<file path="config.mk">
export PLATFORM = sky130hd
export DESIGN_NAME = mhpq_controller
export DESIGN_NICKNAME = d
export VERILOG_FILES = /design/src/rtl/core/mhpq_pkg.sv /design/src/rtl/core/mhpq_controller.sv
export SDC_FILE = /design/constraint.sdc
export NUM_CORES = 1
export LEC_CHECK = 0
export ABC_CLOCK_PERIOD_IN_PS = 2900
export BUFFER_PORTS_ARGS = -buffer_cell sky130_fd_sc_hd__buf_2
export CAP_MARGIN = 15
export CORE_AREA = 4 4 41 43
export CTS_CLUSTER_DIAMETER = 60
export DETAILED_ROUTE_END_ITERATION = 7
export DIE_AREA = 0 0 45 47
export HOLD_SLACK_MARGIN = 0.06
export PLACE_DENSITY = 0.65
export SETUP_SLACK_MARGIN = 0.1
export SLEW_MARGIN = 20
export SYNTH_ARGS = -nofsm -noshare
export SYNTH_HDL_FRONTEND = slang
export SYNTH_SLANG_ARGS = --single-unit
</file>
<file path="constraint.sdc">
create_clock -name clock -period 2.9 [get_ports clock]
set_clock_uncertainty 0.05 [all_clocks]
set_input_delay 0.58 -clock clock [delete_from_list [all_inputs] [get_ports clock]]
set_output_delay 0.58 -clock clock [all_outputs]
set_load 0.02 [all_outputs]
</file>
<file path="src/rtl/core/mhpq_pkg.sv">
// Shared types and constants for the min-heap priority queue core.
`default_nettype none

package mhpq_pkg;

   localparam int DEPTH  = 1024;
   localparam int DATA_W = 32;
   localparam int ADDR_W = $clog2(DEPTH);
   localparam int CNT_W  = ADDR_W + 1;

   localparam logic [CNT_W-1:0] DEPTH_COUNT = CNT_W'(DEPTH);

   localparam logic [1:0] FUNC_PUSH  = 2'd0;
   localparam logic [1:0] FUNC_POP   = 2'd1;
   localparam logic [1:0] FUNC_CLEAR = 2'd2;

   localparam logic [1:0] STATUS_OK    = 2'd0;
   localparam logic [1:0] STATUS_FULL  = 2'd1;
   localparam logic [1:0] STATUS_EMPTY = 2'd2;

   // Commands from the controller to the datapath, at most one per cycle.
   typedef struct packed {
      logic load_push;     // latch the pushed value, position = count, count + 1
      logic load_pop;      // count - 1, read the last entry
      logic clear;         // count = 0
      logic take_last;     // latch the last entry as the moving value, position = root
      logic rd_parent;     // read the parent of the current position
      logic rd_children;   // read both children of the current position
      logic wr_value;      // write the moving value at the current position
      logic wr_up_move;    // write the parent down here, climb to the parent
      logic wr_down_move;  // write the smaller child up here, descend to it
   } dp_cmd_type;

   // Status from the datapath back to the controller.
   typedef struct packed {
      logic full;
      logic empty;
      logic at_root;
      logic left_out;
      logic up_less;
      logic down_less;
   } dp_status_type;

endpackage

`default_nettype wire

</file>
<file path="src/rtl/core/mhpq_controller.sv">
// Sequencing state machine for push, pop and clear transactions.
`default_nettype none

module mhpq_controller (
   input  wire                        clock,
   input  wire                        reset,
   input  wire                        start,
   input  wire  [1:0]                 func,
   input  wire  mhpq_pkg::dp_status_type dp_status,
   output mhpq_pkg::dp_cmd_type       cmd,
   output logic                       busy,
   output logic                       rsp_valid,
   output logic [1:0]                 rsp_status
);

   typedef enum logic [2:0] {
      ST_IDLE,
      ST_UP_CHK,
      ST_UP_CMP,
      ST_DN_LOAD,
      ST_DN_CHK,
      ST_DN_CMP
   } state_type;

   state_type  state_ff, state_in;
   logic       rsp_valid_ff, rsp_valid_in;
   logic [1:0] status_ff, status_in;

   always_comb begin
      cmd          = '0;
      state_in     = state_ff;
      rsp_valid_in = 1'b0;
      status_in    = status_ff;
      unique case (state_ff)
         ST_IDLE: begin
            if (start) begin
               rsp_valid_in = 1'b1;
               status_in    = mhpq_pkg::STATUS_OK;
               case (func)
                  mhpq_pkg::FUNC_PUSH: begin
                     if (dp_status.full) begin
                        status_in = mhpq_pkg::STATUS_FULL;
                     end else begin
                        cmd.load_push = 1'b1;
                        rsp_valid_in  = 1'b0;
                        state_in      = ST_UP_CHK;
                     end
                  end
                  mhpq_pkg::FUNC_POP: begin
                     if (dp_status.empty) begin
                        status_in = mhpq_pkg::STATUS_EMPTY;
                     end else begin
                        cmd.load_pop = 1'b1;
                        rsp_valid_in = 1'b0;
                        state_in     = ST_DN_LOAD;
                     end
                  end
                  mhpq_pkg::FUNC_CLEAR: begin
                     cmd.clear = 1'b1;
                  end
                  default: begin
                  end
               endcase
            end
         end
         ST_UP_CHK: begin
            if (dp_status.at_root) begin
               cmd.wr_value = 1'b1;
               rsp_valid_in = 1'b1;
               state_in     = ST_IDLE;
            end else begin
               cmd.rd_parent = 1'b1;
               state_in      = ST_UP_CMP;
            end
         end
         ST_UP_CMP: begin
            if (dp_status.up_less) begin
               cmd.wr_up_move = 1'b1;
               state_in       = ST_UP_CHK;
            end else begin
               cmd.wr_value = 1'b1;
               rsp_valid_in = 1'b1;
               state_in     = ST_IDLE;
            end
         end
         ST_DN_LOAD: begin
            cmd.take_last = 1'b1;
            state_in      = ST_DN_CHK;
         end
         ST_DN_CHK: begin
            if (dp_status.left_out) begin
               cmd.wr_value = 1'b1;
               rsp_valid_in = 1'b1;
               state_in     = ST_IDLE;
            end else begin
               cmd.rd_children = 1'b1;
               state_in        = ST_DN_CMP;
            end
         end
         ST_DN_CMP: begin
            if (dp_status.down_less) begin
               cmd.wr_down_move = 1'b1;
               state_in         = ST_DN_CHK;
            end else begin
               cmd.wr_value = 1'b1;
               rsp_valid_in = 1'b1;
               state_in     = ST_IDLE;
            end
         end
         default: begin
            state_in = ST_IDLE;
         end
      endcase
   end

   always_ff @(posedge clock) begin
      if (reset) begin
         state_ff     <= ST_IDLE;
         rsp_valid_ff <= 1'b0;
         status_ff    <= mhpq_pkg::STATUS_OK;
      end else begin
         state_ff     <= state_in;
         rsp_valid_ff <= rsp_valid_in;
         status_ff    <= status_in;
      end
   end

   assign busy       = state_ff != ST_IDLE;
   assign rsp_valid  = rsp_valid_ff;
   assign rsp_status = status_ff;

endmodule

`default_nettype wire

</file>
==> impl_summary.md <==
Power and ir drop
Summed over all nets, the switching power comes to 0.0544 mW. The power share of the sequential group is 0.436. Of the total power, the share spent switching nets is 0.264.

The share of total power dissipated in the clock network is 0.352. The worst vdd rail ir drop is between 0.0002 and 0.0003 V. For this design the ratio of total power to cell area is about 380 nW/um^2. The share of total power dissipated in combinational logic is 0.212. The leakage power figure is between 0.2 and 0.3 nW. Internal power comes to about 0.15 mW.

Worst hold path
The worst-case hold path end point is rsp_status[0]. The startpoint of the worst hold path is rsp_status[0]. The number of cells on the worst hold path is 2. The worst hold path belongs to the class flip-flop to flip-flop.

GRT
The number of global-route vias before repair came to 440. After global routing the overflow that remains totals 0. The pin count of the biggest net entering global routing is 15. The number of antenna violations at the first check in global routing is 0. The global-route total usage across every layer is 0.111.

The global-route wire length before repair is between 1500 and 2000 um.

Worst setup path
In this run the register-to-register setup slack is roughly 1.0 ns. The classification of the worst setup path is flip-flop to output port. The critical path data required time is 2.27 ns. The critical path startpoint category is a flip-flop. The capturing point of the worst reg2reg path is rsp_status[0].

The peak fanout along the critical path is 14. For the worst setup path, the data arrival time is 1.72 ns. STA classifies the critical path endpoint as an output port. The start of the worst register-to-register path is state_ff[2].

The number of cells traversed by the worst register-to-register path is 3.

Drt
The sum of routed wire length over all layers is approximately 1000 um. Once detail routing completed, the nets flagged for antenna violations numbered 0. The mean number of vias per cell is approximately 5.1. The first detailed-routing pass took 4 iterations. The via count of the routed design is approximately 450. The DRC violation count after routing is 0. The average detailed-routed wire length per instance is 11.9 um. The violation count after the first detailed-route iteration is 5.

Floorplanning
The area of the placeable core is 1300 um^2. The floorplan step set the die height to around 47 um. The number of standard-cell rows in the floorplan is 13. The horizontal die dimension is 45 um.

Pin placement for this block handled 24 I/O pins. The initial core utilization is 0.312. The die area is about 2100 um^2.

Timing
The worst max-slew margin expressed relative to the limit is 0.698. Across all hold checks on the routed design, the worst slack comes to ~0.4 ns. The highest attainable clock frequency is between 400 and 500 MHz.

Setup repair after global routing left no endpoint under its margin. The share of the clock period used by the worst path is 0.812. The transition at the pin with the smallest max-transition slack is ~0.45 ns. The number of setup violations in the final report is 0. The clock period minus final worst setup slack is roughly 2.4 ns.

The final hold violation count came to 0. The setup TNS after final layout is 0 ns. The final max-slew violation count is 0.

Flow run
Max-cap violations in this run came to 0.

CTS
In this run the post-CTS setup repair buffer count came out at 0. The tree is rooted in a sky130_fd_sc_hd__clkbuf_4. The clock tree from TritonCTS is yes. The clock drives 6 sinks. The number of instances resized during post-cts repair is 0.

For this design, the CTS-stage hold fixing added 0 buffers. In this run, CTS created clock tree buffers numbering 3. Clock-pin slew was measured on the worst setup and hold paths at about 0.040 ns.

The insertion delay of the later-clocked pin in the worst-skew pair is roughly 0.23 ns. The longest clock path from root to sink contains 2 buffers. In this run the number of H-tree levels came out at 1.

Cells and area
The leading cell type in the layout, fill and taps excluded is sky130_fd_sc_hd__buf_2. The final design area excluding fillers is approximately 550 um^2. In the layout the commonest cells are 23 x sky130_fd_sc_hd__buf_2, 6 x sky130_fd_sc_hd__nor3_1, 6 x sky130_fd_sc_hd__dfxtp_1. In the final design database the tool counted 85 nets. The final-layout fill cell count is around 150. In the final layout, the share of cells above drive strength 1 is 0.375. The multi-input combinational cells in the finished layout cover a total of approximately 270 um^2. The flip-flop and latch area is 120 um^2. From synthesis to final layout, the design area changed by 34.6%. The number of antenna diodes in the final layout is 0.

Logic synthesis
The sequential-to-total area share from yosys stat is 0.296. Yosys attributes the largest share of cell area to sky130_fd_sc_hd__dfxtp_1 30%, sky130_fd_sc_hd__nor4b_1 8.6%, sky130_fd_sc_hd__nor3_1 7.4%. The library cell occupying the most area in the post-synthesis netlist is sky130_fd_sc_hd__dfxtp_1.

After synthesis, the share of flip-flops with an asynchronous set or reset is 0. Synthesis instantiated 23 different standard cells from the library. The yosys synthesis warning count is 0. Counting flops with a built-in enable in the synthesized netlist gives 0.

The share of synthesized area in the top cell type comes to 0.296. When the netlist entered floorplanning its net count stood at between 60 and 70. Counting flops and latches in the post-synthesis netlist gives 6. The average instance area after synthesis is between 8 and 9 um^2. The synthesized netlist cell count is 50. The synthesized area is approximately 400 um^2. The commonest register cell after synthesis is sky130_fd_sc_hd__dfxtp_1.

Run status
The flow ran to the end, and the final reports show no timing, DRC or antenna violations.

Placed design
The number of buffers inserted by port buffering is 23. After detailed placement, the total cell area comes to 523 um^2. At the end of routability-driven placement, the weighted congestion stood at about 0.7. The HPWL after detailed placement is a little over 800 um.
## layer usage
layer / vias to the layer above / routed length (um) / track usage
li1: 236 / - / -
met4: 0 / 0 / 0.0175
met1: 188 / 483 / 0.128
met5: - / 0 / 0
met3: 0 / 146 / 0.0766
met2: 23 / 407 / 0.172
## worst max path at each step
stage                 from      to
4_1_cts        state_ff[2]  cmd[7]
6_report       state_ff[2]  cmd[7]
5_1_grt        state_ff[2]  cmd[7]
3_5_place_dp         start  cmd[8]
2_1_floorplan        start  cmd[8]
3_3_place_gp         start  cmd[7]
## logic make-up (layout without fill, tap and decap cells)
logic type      Yosys count  in the layout  synth area share
buf+inv                   5             27            0.0494
mux                       1              1            0.0278
simple gates             29             29             0.485
compound gates            9              9             0.142
flops                     6              6             0.296
## cell type report
class                   instances  share of cell area
well taps                      15              0.0344
multi-input cells              39               0.486
repair buffers                 23               0.211
flip-flops and latches          6               0.220
inverters                       1             0.00688
clock buffers                   3              0.0413
## registers in the layout, summed over array words and instances (netlist names)
signal	cells
rsp_status	2
rsp_valid	1
state_ff	3
## per-stage QoR
step | worst slack (ns) | cells | total power, mW | util
global route | 0.392 | 87 | 0.221 | 0.419
detailed placement | 0.669 | 84 | 0.135 | 0.402
floorplan | 0.501 | 50 | 0.118 | -
CTS | 0.542 | 87 | 0.211 | 0.419
finish | 0.545 | 87 | 0.206 | 0.419
global placement | 0.661 | 84 | 0.135 | 0.402
## worst max-delay path, stage by stage (launching register included)
cell                      delay, ns
sky130_fd_sc_hd__dfxtp_1       0.42
sky130_fd_sc_hd__or4b_1        0.67
sky130_fd_sc_hd__nor3b_1       0.21
sky130_fd_sc_hd__buf_2         0.19
## synth_stat cells, types with 2 or more instances
master	n
sky130_fd_sc_hd__nand2_1	3
sky130_fd_sc_hd__nor3b_1	2
sky130_fd_sc_hd__nor2b_1	4
sky130_fd_sc_hd__clkbuf_1	3
sky130_fd_sc_hd__nor3_1	6
sky130_fd_sc_hd__or4b_1	2
sky130_fd_sc_hd__nor4bb_1	2
sky130_fd_sc_hd__nor4b_1	4
sky130_fd_sc_hd__nor4_1	2
sky130_fd_sc_hd__a21oi_1	3
sky130_fd_sc_hd__o21a_1	2
sky130_fd_sc_hd__dfxtp_1	6
## power groups by stage
stage	Clock, mW	Combinational (mW)	Sequential [mW]
2_1_floorplan	0	0.0270	0.0910
3_3_place_gp	0	0.0437	0.0912
3_5_place_dp	0	0.0441	0.0913
4_1_cts	0.0773	0.0442	0.0898
5_1_grt	0.0812	0.0489	0.0904
6_report	0.0725	0.0438	0.0899
Note: power is estimated with default switching activity, not from simulation.
